File: src/rtl/wbts_pkg.sv
`timescale 1ns / 1ps
// ----------------------------------------------------------------------------
// wbts_pkg
// Shared types, codes and helpers for the water batch treatment sequencer.
// ----------------------------------------------------------------------------
package wbts_pkg;

  // Phase codes, as shown on the result channel.
  localparam logic [2:0] PH_IDLE    = 3'd0;
  localparam logic [2:0] PH_FILTER  = 3'd1;
  localparam logic [2:0] PH_SETTLE  = 3'd2;
  localparam logic [2:0] PH_TEST    = 3'd3;
  localparam logic [2:0] PH_RECIRC  = 3'd4;
  localparam logic [2:0] PH_DELIVER = 3'd5;
  localparam logic [2:0] PH_REJECT  = 3'd6;
  localparam logic [2:0] PH_DRY     = 3'd7;

  // Rejection reasons.
  localparam logic [2:0] RSN_NONE      = 3'd0;
  localparam logic [2:0] RSN_PH        = 3'd1;
  localparam logic [2:0] RSN_SENSOR    = 3'd2;
  localparam logic [2:0] RSN_MAX_PASS  = 3'd3;
  localparam logic [2:0] RSN_NO_IMPROV = 3'd4;

  // Verdict codes on the input stream.
  localparam logic [1:0] VERDICT_OK     = 2'd0;
  localparam logic [1:0] VERDICT_PH     = 2'd1;
  localparam logic [1:0] VERDICT_SENSOR = 2'd2;
  localparam logic [1:0] VERDICT_TURBID = 2'd3;

  // Register indexes on the configuration port.
  localparam logic [2:0] REG_RAW_MIN_LEVEL   = 3'd0;
  localparam logic [2:0] REG_PASS_DURATION   = 3'd1;
  localparam logic [2:0] REG_SETTLE          = 3'd2;
  localparam logic [2:0] REG_MAX_PASSES      = 3'd3;
  localparam logic [2:0] REG_MIN_IMPROVEMENT = 3'd4;

  // Bit positions inside the drive word.
  localparam int DRV_PUMP   = 0;
  localparam int DRV_CLEAN  = 1;
  localparam int DRV_RECIRC = 2;
  localparam int DRV_WASTE  = 3;

  // Stream data widths (fields packed from bit 0, padded to whole bytes).
  localparam int IN_DATA_W  = 72;
  localparam int OUT_DATA_W = 64;

  // Register reset values.
  localparam logic [11:0] RST_RAW_MIN_LEVEL   = 12'd100;
  localparam logic [31:0] RST_PASS_DURATION   = 32'd60000;
  localparam logic [31:0] RST_REJECT_HOLD     = 32'd20000;
  localparam logic [31:0] RST_SETTLE_MS       = 32'd5000;
  localparam logic [3:0]  RST_MAX_PASSES      = 4'd3;
  localparam logic [15:0] RST_MIN_IMPROVEMENT = 16'd50;

  // Register file contents as seen by the sequencer.
  typedef struct packed {
    logic [11:0] raw_min_level;
    logic [31:0] pass_time_ms;
    logic [31:0] reject_hold_ms;   // floor(pass_time_ms / 3)
    logic [31:0] settle_ms;
    logic [3:0]  max_passes;
    logic [15:0] min_improvement;
  } cfg_t;

  // One input item.
  typedef struct packed {
    logic [31:0] now_ms;
    logic        start_request;
    logic        raw_level_valid;
    logic [11:0] raw_level;
    logic        turbidity_valid;
    logic [15:0] turbidity;
    logic [1:0]  verdict;
  } item_t;

  // Sequencer state carried from item to item.
  typedef struct packed {
    logic [2:0]  phase;
    logic [31:0] phase_start;
    logic        start_pending;
    logic [15:0] next_batch;
    logic [15:0] cur_batch;
    logic [3:0]  pass_cnt;
    logic [15:0] last_turb;
    logic        last_turb_ok;
    logic [2:0]  reason;
    logic [15:0] delivered;
    logic [15:0] rejected;
    logic [3:0]  drive;
  } state_t;

  // LED flags sampled after the dry check, before the transition.
  typedef struct packed {
    logic led_ok;
    logic led_fault;
  } led_t;

  // Drive word taken on entry to a phase.
  function automatic logic [3:0] drive_on_entry(input logic [2:0] ph,
                                                input logic [3:0] cur);
    logic [3:0] d;
    d = '0;
    case (ph)
      PH_FILTER, PH_RECIRC: begin
        d[DRV_PUMP]   = 1'b1;
        d[DRV_RECIRC] = 1'b1;
      end
      PH_TEST: begin
        d           = cur;
        d[DRV_PUMP] = 1'b0;
      end
      PH_DELIVER: begin
        d[DRV_PUMP]  = 1'b1;
        d[DRV_CLEAN] = 1'b1;
      end
      PH_REJECT: begin
        d[DRV_PUMP]  = 1'b1;
        d[DRV_WASTE] = 1'b1;
      end
      default: d = '0;
    endcase
    return d;
  endfunction

endpackage

File: src/rtl/wbts_cfg.sv
`timescale 1ns / 1ps
// ----------------------------------------------------------------------------
// wbts_cfg
// APB register file; also keeps the reject hold time, one third of the pass
// duration, worked out when the pass duration is written.
// ----------------------------------------------------------------------------
module wbts_cfg (
  input  logic               clk,
  input  logic               rst_n,
  input  logic               psel,
  input  logic               penable,
  input  logic               pwrite,
  input  logic [4:0]         paddr,
  input  logic [31:0]        pwdata,
  output logic [31:0]        prdata,
  output logic               pready,
  output wbts_pkg::cfg_t     cfg
);
  import wbts_pkg::*;

  // Reciprocal of three: (x * 0xAAAAAAAB) >> 33 equals floor(x / 3) for 32-bit x.
  localparam logic [31:0] RECIP3 = 32'hAAAAAAAB;

  cfg_t        cfg_r;
  logic        wr_en;
  logic [2:0]  idx;
  logic [63:0] third_prod;

  assign pready = 1'b1;
  assign wr_en  = psel & penable & pwrite;
  assign idx    = paddr[4:2];
  assign cfg    = cfg_r;

  assign third_prod = 64'(pwdata) * 64'(RECIP3);

  // Register writes.
  always_ff @(posedge clk) begin
    if (!rst_n) begin
      cfg_r.raw_min_level   <= RST_RAW_MIN_LEVEL;
      cfg_r.pass_time_ms    <= RST_PASS_DURATION;
      cfg_r.reject_hold_ms  <= RST_REJECT_HOLD;
      cfg_r.settle_ms       <= RST_SETTLE_MS;
      cfg_r.max_passes      <= RST_MAX_PASSES;
      cfg_r.min_improvement <= RST_MIN_IMPROVEMENT;
    end else if (wr_en) begin
      unique case (idx)
        REG_RAW_MIN_LEVEL: cfg_r.raw_min_level <= pwdata[11:0];
        REG_PASS_DURATION: begin
          cfg_r.pass_time_ms   <= pwdata;
          cfg_r.reject_hold_ms <= {1'b0, third_prod[63:33]};
        end
        REG_SETTLE:          cfg_r.settle_ms       <= pwdata;
        REG_MAX_PASSES:      cfg_r.max_passes      <= pwdata[3:0];
        REG_MIN_IMPROVEMENT: cfg_r.min_improvement <= pwdata[15:0];
        default: ;
      endcase
    end
  end

  // Read back.
  always_comb begin
    unique case (idx)
      REG_RAW_MIN_LEVEL:   prdata = {20'd0, cfg_r.raw_min_level};
      REG_PASS_DURATION:   prdata = cfg_r.pass_time_ms;
      REG_SETTLE:          prdata = cfg_r.settle_ms;
      REG_MAX_PASSES:      prdata = {28'd0, cfg_r.max_passes};
      REG_MIN_IMPROVEMENT: prdata = {16'd0, cfg_r.min_improvement};
      default:             prdata = '0;
    endcase
  end

endmodule

File: src/rtl/wbts_step.sv
`timescale 1ns / 1ps
// ----------------------------------------------------------------------------
// wbts_step
// Next-state logic of the sequencer for one sample: start latch, dry check,
// LED sampling and the phase transition.
// ----------------------------------------------------------------------------
module wbts_step (
  input  wbts_pkg::cfg_t   cfg,
  input  wbts_pkg::item_t  item,
  input  wbts_pkg::state_t cur,
  output wbts_pkg::state_t nxt,
  output wbts_pkg::led_t   leds
);
  import wbts_pkg::*;

  logic        level_low;
  logic        dry_hit;
  logic [2:0]  ph1;
  logic [31:0] elapsed;
  logic [13:0] two_level;
  logic [13:0] three_min;
  logic [17:0] turb_plus_min;
  logic        improving;
  logic        go;
  logic [2:0]  target;
  logic [3:0]  drive1;
  logic [31:0] start1;

  assign level_low = item.raw_level_valid && (item.raw_level < cfg.raw_min_level);
  assign dry_hit   = ((cur.phase == PH_FILTER) || (cur.phase == PH_RECIRC)) && level_low;
  assign ph1       = dry_hit ? PH_DRY : cur.phase;
  assign drive1    = dry_hit ? 4'd0 : cur.drive;
  assign start1    = dry_hit ? item.now_ms : cur.phase_start;
  assign elapsed   = item.now_ms - cur.phase_start;

  // Exact 1.5x hysteresis: 2*level >= 3*min.
  assign two_level = {1'b0, item.raw_level, 1'b0};
  assign three_min = {2'b00, cfg.raw_min_level} + {1'b0, cfg.raw_min_level, 1'b0};

  // Improvement: last - turb >= min, rewritten as last >= turb + min.
  assign turb_plus_min = {2'b00, item.turbidity} + {2'b00, cfg.min_improvement};
  always_comb begin
    if (!cur.last_turb_ok)
      improving = 1'b1;
    else if (!item.turbidity_valid)
      improving = 1'b0;
    else
      improving = ({2'b00, cur.last_turb} >= turb_plus_min);
  end

  assign leds.led_fault = (ph1 == PH_DRY) || (ph1 == PH_REJECT);
  assign leds.led_ok    = (ph1 == PH_DELIVER);

  // Transition of the phase in force after the dry check.
  always_comb begin
    nxt = cur;
    nxt.start_pending = cur.start_pending | item.start_request;
    go     = 1'b0;
    target = ph1;
    unique case (ph1)
      PH_IDLE: begin
        if (nxt.start_pending && item.raw_level_valid && !level_low) begin
          nxt.start_pending = 1'b0;
          nxt.cur_batch     = cur.next_batch;
          nxt.next_batch    = cur.next_batch + 16'd1;
          nxt.pass_cnt      = 4'd1;
          nxt.last_turb_ok  = 1'b0;
          nxt.reason        = RSN_NONE;
          go                = 1'b1;
          target            = PH_FILTER;
        end
      end
      PH_FILTER, PH_RECIRC: begin
        if (elapsed >= cfg.pass_time_ms) begin
          go     = 1'b1;
          target = PH_SETTLE;
        end
      end
      PH_SETTLE: begin
        if (elapsed >= cfg.settle_ms) begin
          go     = 1'b1;
          target = PH_TEST;
        end
      end
      PH_TEST: begin
        go = 1'b1;
        if (item.verdict == VERDICT_OK) begin
          target = PH_DELIVER;
        end else if (item.verdict == VERDICT_PH) begin
          target     = PH_REJECT;
          nxt.reason = RSN_PH;
        end else if (item.verdict == VERDICT_SENSOR) begin
          target     = PH_REJECT;
          nxt.reason = RSN_SENSOR;
        end else if (cur.pass_cnt >= cfg.max_passes) begin
          target     = PH_REJECT;
          nxt.reason = RSN_MAX_PASS;
        end else if (!improving) begin
          target     = PH_REJECT;
          nxt.reason = RSN_NO_IMPROV;
        end else begin
          target           = PH_RECIRC;
          nxt.last_turb    = item.turbidity;
          nxt.last_turb_ok = item.turbidity_valid;
          nxt.pass_cnt     = cur.pass_cnt + 4'd1;
        end
      end
      PH_DELIVER: begin
        if (elapsed >= cfg.pass_time_ms) begin
          nxt.delivered = cur.delivered + 16'd1;
          go            = 1'b1;
          target        = PH_IDLE;
        end
      end
      PH_REJECT: begin
        if (elapsed >= cfg.reject_hold_ms) begin
          nxt.rejected = cur.rejected + 16'd1;
          go           = 1'b1;
          target       = PH_IDLE;
        end
      end
      default: begin
        // Dry fault: recover once the level is back at or above 1.5x the minimum.
        if (item.raw_level_valid && (two_level >= three_min)) begin
          go     = 1'b1;
          target = PH_IDLE;
        end
      end
    endcase

    nxt.phase       = go ? target : ph1;
    nxt.phase_start = go ? item.now_ms : start1;
    nxt.drive       = go ? drive_on_entry(target, drive1) : drive1;
  end

endmodule

File: src/rtl/water_batch_treatment_sequencer_core.sv
`timescale 1ns / 1ps
// ----------------------------------------------------------------------------
// water_batch_treatment_sequencer_core
// Eight-phase batch sequencer for water treatment, one sensor sample in and
// one status item out per step.
//
//   port group | direction | handshake          | carries
//   in_*       | in        | tvalid / tready    | one timed sensor sample
//   out_*      | out       | tvalid / tready    | phase, drives, LEDs, counters
//   cfg_*      | in        | APB psel / penable | five setup registers
//
// An item enters the input register, and the step logic then updates the
// sequencer state and loads the result register. It sustains one item per
// cycle while the output does not stall. The input side keeps taking items
// while a result waits, as long as the result register can move on. A stall
// on the output holds both registers. Reset (synchronous, active low) sets
// the idle phase, clears all counters and loads the register defaults.
// ----------------------------------------------------------------------------
module water_batch_treatment_sequencer_core (
  input  logic                              clk,
  input  logic                              rst_n,
  // now_ms[31:0], start_request[32], raw_level_valid[33], raw_level[45:34],
  // turbidity_valid[46], turbidity[62:47], verdict[64:63], zero pad[71:65]
  input  logic [wbts_pkg::IN_DATA_W-1:0]    in_tdata,
  input  logic                              in_tvalid,
  output logic                              in_tready,
  // phase[2:0], pump_on[3], valve_clean[4], valve_recirc[5], valve_waste[6],
  // led_ok[7], led_fault[8], batch_number[24:9], pass_count[28:25],
  // reject_reason[31:29], delivered_count[47:32], rejected_count[63:48]
  output logic [wbts_pkg::OUT_DATA_W-1:0]   out_tdata,
  output logic                              out_tvalid,
  input  logic                              out_tready,
  input  logic                              cfg_psel,
  input  logic                              cfg_penable,
  input  logic                              cfg_pwrite,
  input  logic [4:0]                        cfg_paddr,
  input  logic [31:0]                       cfg_pwdata,
  output logic [31:0]                       cfg_prdata,
  output logic                              cfg_pready
);
  import wbts_pkg::*;

  cfg_t   cfg;
  item_t  in_item_r;
  logic   in_valid_r;
  logic   out_valid_r;
  state_t state_r;
  state_t state_nxt;
  led_t   leds;
  led_t   leds_r;
  logic   advance;
  logic   in_accept;

  wbts_cfg u_cfg (
    .clk     (clk),
    .rst_n   (rst_n),
    .psel    (cfg_psel),
    .penable (cfg_penable),
    .pwrite  (cfg_pwrite),
    .paddr   (cfg_paddr),
    .pwdata  (cfg_pwdata),
    .prdata  (cfg_prdata),
    .pready  (cfg_pready),
    .cfg     (cfg)
  );

  wbts_step u_step (
    .cfg  (cfg),
    .item (in_item_r),
    .cur  (state_r),
    .nxt  (state_nxt),
    .leds (leds)
  );

  // Handshake: the step runs when an item is held and the result slot frees.
  assign advance   = in_valid_r && (!out_valid_r || out_tready);
  assign in_tready = !in_valid_r || advance;
  assign in_accept = in_tvalid && in_tready;

  // Input item register.
  always_ff @(posedge clk) begin
    if (in_accept) begin
      in_item_r.now_ms          <= in_tdata[31:0];
      in_item_r.start_request   <= in_tdata[32];
      in_item_r.raw_level_valid <= in_tdata[33];
      in_item_r.raw_level       <= in_tdata[45:34];
      in_item_r.turbidity_valid <= in_tdata[46];
      in_item_r.turbidity       <= in_tdata[62:47];
      in_item_r.verdict         <= in_tdata[64:63];
    end
  end

  // Control, sequencer state and registered result.
  always_ff @(posedge clk) begin
    if (!rst_n) begin
      in_valid_r            <= 1'b0;
      out_valid_r           <= 1'b0;
      leds_r                <= '0;
      state_r.phase         <= PH_IDLE;
      state_r.phase_start   <= '0;
      state_r.start_pending <= 1'b0;
      state_r.next_batch    <= '0;
      state_r.cur_batch     <= '0;
      state_r.pass_cnt      <= '0;
      state_r.last_turb     <= '0;
      state_r.last_turb_ok  <= 1'b0;
      state_r.reason        <= RSN_NONE;
      state_r.delivered     <= '0;
      state_r.rejected      <= '0;
      state_r.drive         <= '0;
    end else begin
      if (in_accept)
        in_valid_r <= 1'b1;
      else if (advance)
        in_valid_r <= 1'b0;

      if (advance)
        out_valid_r <= 1'b1;
      else if (out_tready)
        out_valid_r <= 1'b0;

      if (advance) begin
        state_r <= state_nxt;
        leds_r  <= leds;
      end
    end
  end

  // The result is the state after the step plus the sampled LEDs.
  assign out_tvalid = out_valid_r;
  assign out_tdata  = {state_r.rejected,
                       state_r.delivered,
                       state_r.reason,
                       state_r.pass_cnt,
                       state_r.cur_batch,
                       leds_r.led_fault,
                       leds_r.led_ok,
                       state_r.drive[DRV_WASTE],
                       state_r.drive[DRV_RECIRC],
                       state_r.drive[DRV_CLEAN],
                       state_r.drive[DRV_PUMP],
                       state_r.phase};

endmodule

File: config.mk
export PLATFORM = sky130hd
export DESIGN_NAME = water_batch_treatment_sequencer_core
export DESIGN_NICKNAME = d
export VERILOG_FILES = /design/src/rtl/wbts_pkg.sv /design/src/rtl/wbts_cfg.sv /design/src/rtl/wbts_step.sv /design/src/rtl/water_batch_treatment_sequencer_core.sv
export SDC_FILE = /design/constraint.sdc
export NUM_CORES = 2
export LEC_CHECK = 0
export BUFFER_PORTS_ARGS = -buffer_cell sky130_fd_sc_hd__buf_2
export CAP_MARGIN = 5
export CORE_UTILIZATION = 55
export CTS_BUF_LIST = sky130_fd_sc_hd__clkbuf_16
export CTS_CLUSTER_DIAMETER = 150
export DETAILED_ROUTE_END_ITERATION = 8
export HOLD_SLACK_MARGIN = 0.12
export PLACE_DENSITY = 0.73
export SLEW_MARGIN = 5
export SYNTH_ARGS = -nofsm -noshare
export SYNTH_HDL_FRONTEND = slang
export SYNTH_SLANG_ARGS = --single-unit
File: constraint.sdc
create_clock -name clk -period 21.4 [get_ports clk]
set_input_delay 1.07 -clock clk [delete_from_list [all_inputs] [get_ports clk]]
set_output_delay 1.07 -clock clk [all_outputs]
set_load 0.01 [all_outputs]
==> impl_metrics.sql <==
INSERT INTO impl_metrics (metric_group, metric, value, unit) VALUES
('clocking', 'tritoncts.num_buffers', '35', ''),
('detailed_routing', 'routed_wirelength', '95720', 'µm'),
('sta', 'rsz0062_at_grt', 'no', ''),
('global_routing', 'grt_first_pass_wirelength', '152000', 'µm'),
('critical_path', 'critPathMostFrequentCell', 'fa_1', ''),
('critical_path', 'worstPathRequired', '21.81', 'ns'),
('die', 'start_util', '56.04', '%'),
('clocking', 'cts.repair.resized', '0', ''),
('placed_design', 'buffer_ports.inserted', '204', ''),
('critical_path', 'worst-r2r-cell-count', '24', ''),
('critical_path', 'r2r_end', 'state_r[112]', ''),
('critical_path', 'worstSetupStartpointType', 'input pin', ''),
('placed_design', 'post-dp-hpwl', '78710', 'µm'),
('detailed_routing', 'drc_errors_left', '0', ''),
('detailed_routing', 'vias_per_cell', '5.626', ''),
('clocking', 'ctsRootBufferMaster', 'clkbuf_16', ''),
('critical_path', 'worstSetupStartpoint', 'cfg_pwdata[12]', ''),
('worst_hold_path', 'worstHoldPathCells', '2', ''),
('critical_path', 'worst_path_max_delay_cell', 'fa_1', ''),
('critical_path', 'critical_path_peak_fanout', '9', ''),
('sta', 'fmaxAchievable', '119.7', 'MHz'),
('die', 'design.die.area', '0.06564', 'mm²'),
('global_routing', 'vias_in_the_first_global_route', '27310', ''),
('logic_synthesis', 'postSynth.asyncResetShare', '0', '%'),
('worst_hold_path', 'hp_class', 'reg -> reg', ''),
('critical_path', 'cp_num_cells', '25', ''),
('clocking', 'clk_path_buf_depth', '3', ''),
('logic_synthesis', 'synth.cell_area', '0.03554', 'mm²'),
('clocking', 'numClockSinks', '324', ''),
('logic_synthesis', 'yosysTopAreaCellShare', '22.08', '%'),
('logic_synthesis', 'synth_edf_count', '65', ''),
('sta', 'timing_max_transition_violations_final', '0', ''),
('sta', 'slew_headroom', '15.94', '%'),
('die', 'rows', '92', ''),
('clocking', 'tritoncts', 'yes', ''),
('detailed_routing', 'antenna_left', '0', ''),
('logic_synthesis', 'largest_area_contributor_in_the_netlist', 'fa_1', ''),
('layout', 'share_of_final_layout_standard_cells_stronger_than_drive_strength_1', '7.418', '%'),
('layout', 'multi_input_area', '0.02472', 'mm²'),
('worst_hold_path', 'min_delay_worst_endpoint', 'out_tdata[31]', ''),
('die', 'floorplan.die.height', '256.2', 'µm'),
('critical_path', 'worst-setup-path-type', 'in -> reg', ''),
('critical_path', 'critical_path.max_stage_delay', '0.57', 'ns'),
('global_routing', 'grt_util_all_layers', '29.65', '%'),
('run_status', 'outcome', 'finished, final reports clean', ''),
('die', 'die_w', '256.2', 'µm'),
('critical_path', 'worstPathArrival', '8.76', 'ns'),
('clocking', 'total_number_of_h_tree_levels', '2', ''),
('critical_path', 'critical_path_buf_inv_count', '7', ''),
('global_routing', 'largest_net_degree_at_the_start_of_global_routing', '92', ''),
('detailed_routing', 'dr.pass1.iters', '7', ''),
('layout', 'seq_area', '0.007137', 'mm²'),
('global_routing', 'globalRouteOverflowTotal', '0', ''),
('global_routing', 'number_of_antenna_violations_at_the_first_check_in_global_routing', '3', ''),
('flow_run', 'cap_violations', '0', ''),
('layout', 'num_antenna_cells', '0', ''),
('sta', 'min_period', '8.354', 'ns'),
('critical_path', 'worstReg2RegStart', 'in_item_r[33]', ''),
('sta', 'final_min_period_over_clock_period', '39.04', '%'),
('clocking', 'post_cts_hold_buffer_count', '0', ''),
('critical_path', 'critical-path-top-delay-family', 'adder cells', ''),
('clocking', 'clock_latency', '0.55', 'ns'),
('logic_synthesis', 'synth-seq-cells', '324', ''),
('sta', 'final_hold_vios', '0', ''),
('logic_synthesis', 'syn_nets', '4961', ''),
('sta', 'finClkSkew', '0.03613', 'ns'),
('clocking', 'clkTransAtPathRegs', '0.06', 'ns'),
('logic_synthesis', 'synth_area_per_cell', '9.081', 'µm²'),
('detailed_routing', 'routed_wire_length_per_instance', '19.63', 'µm'),
('die', 'core_area', '0.06343', 'mm²'),
('layout', 'final.fill_count', '5561', '');
==> cells in the mapped netlist (62+ instances only) <==
library cell and number:
inv_1 759, ha_1 539, nand2_1 429, fa_1 392
a21oi_1 274, dfxtp_1 259, nor2_1 132, o21ai_0 98
clkbuf_1 84, mux2i_1 76, buf_4 65, edfxtp_1 65
nand3_1 62, xnor2_1 62
==> metal layers <==
metal  share of wire (%)  vias up  global-route usage [%]  routed length, µm
met4                 3.9        6                   10.26               3722
met5               0.038        -                       0                 36
li1                    -    13030                       -                  -
met2                  45      955                   47.64              43170
met3                 7.6      182                   5.101               7243
met1                  43    13270                   40.34              41550
==> state kept, by name, summed over array words and instances (netlist names) <==
| name | count |
|---|---|
| u_cfg.cfg | 127 |
| out_tdata | 64 |
| in_valid_r | 1 |
| out_tvalid | 1 |
| in_item_r | 65 |
| state_r | 66 |
==> logic make-up (layout without fill, tap and decap cells) <==
| group | after synthesis | after routing | share of synthesized area, % |
|---|---|---|---|
| DFF | 324 | 324 | 20.08 |
| adders and majority gates | 931 | 931 | 41.05 |
| and+or+nand+nor | 877 | 877 | 11.47 |
| muxes | 78 | 78 | 2.214 |
| buffers and inverters | 919 | 1036 | 10.47 |
| AOI/OAI and AO/OA | 675 | 675 | 12.02 |
| xor gates and xnor gates | 109 | 109 | 2.686 |
| other | 1 | 1 | 0.01055 |
==> worst min-delay path, delay by kind of cell (launching register included) <==
kind | cells | cell delay (ns)
flip-flops | 1 | 0.31
AND/OR/NAND/NOR | 1 | 0.05
AO/OA/AOI/OAI | 1 | 0.05
==> area by class of cell <==
type                    count  share of cell area (%)
well taps                 846                   2.790
repair buffers            213                   2.876
clock inverters            28                  0.5540
inverters                 760                   7.525
clock buffers              35                   2.308
multi-input cells        2671                   65.14
flip-flops and latches    324                   18.81
==> how the worst max path moves through the flow <==
stage                          to  slack, ns
floorplan           u_cfg.cfg[74]      13.74
global placement    u_cfg.cfg[79]      12.64
detailed placement  u_cfg.cfg[73]      12.56
CTS                 u_cfg.cfg[73]      13.11
global route        u_cfg.cfg[73]      12.71
finish              u_cfg.cfg[79]      13.05
==> cells in the final DEF (no fill, tap or decap), types with 8 or more instances in the layout <==
cell type	count
xor2_1	47
o211ai_1	39
a31oi_1	17
o41ai_1	9
o21ai_0	98
buf_2	203
nor2_1	132
nor2b_1	51
a22o_1	16
clkbuf_16	35
edfxtp_1	65
nand3_1	62
a211oi_1	19
nand2b_1	26
xnor2_1	62
or3_1	22
nor3_1	25
ha_1	539
inv_1	769
o31ai_1	10
and2_1	15
a2111oi_0	9
and4_1	13
a21oi_1	274
o21bai_1	12
fa_1	392
mux2i_1	76
nand4_1	31
dfxtp_1	259
o21ai_1	18
nand2_1	428
o21a_1	15
and3_1	31
a21o_1	46
buf_4	10
a41oi_1	8
==> per-stage QoR <==
stage | cells | instance area [µm²] | hold WS (ns) | utilization, % | setup WS (ns)
after floorplan | 3914 | 35540 | 0.4254 | - | 13.74
after global placement | 4814 | 36860 | 0.4388 | 58.11 | 12.64
after detailed placement | 4814 | 36860 | 0.4422 | 58.11 | 12.56
after CTS | 4877 | 37940 | 0.4501 | 59.82 | 13.11
after global routing | 4877 | 37940 | 0.4670 | 59.82 | 12.71
final | 4877 | 37940 | 0.4459 | 59.82 | 13.05
Power is left out: the tool's default activity adds up to more than one toggle a clock period on the data nets, which glitch-free logic cannot reach.
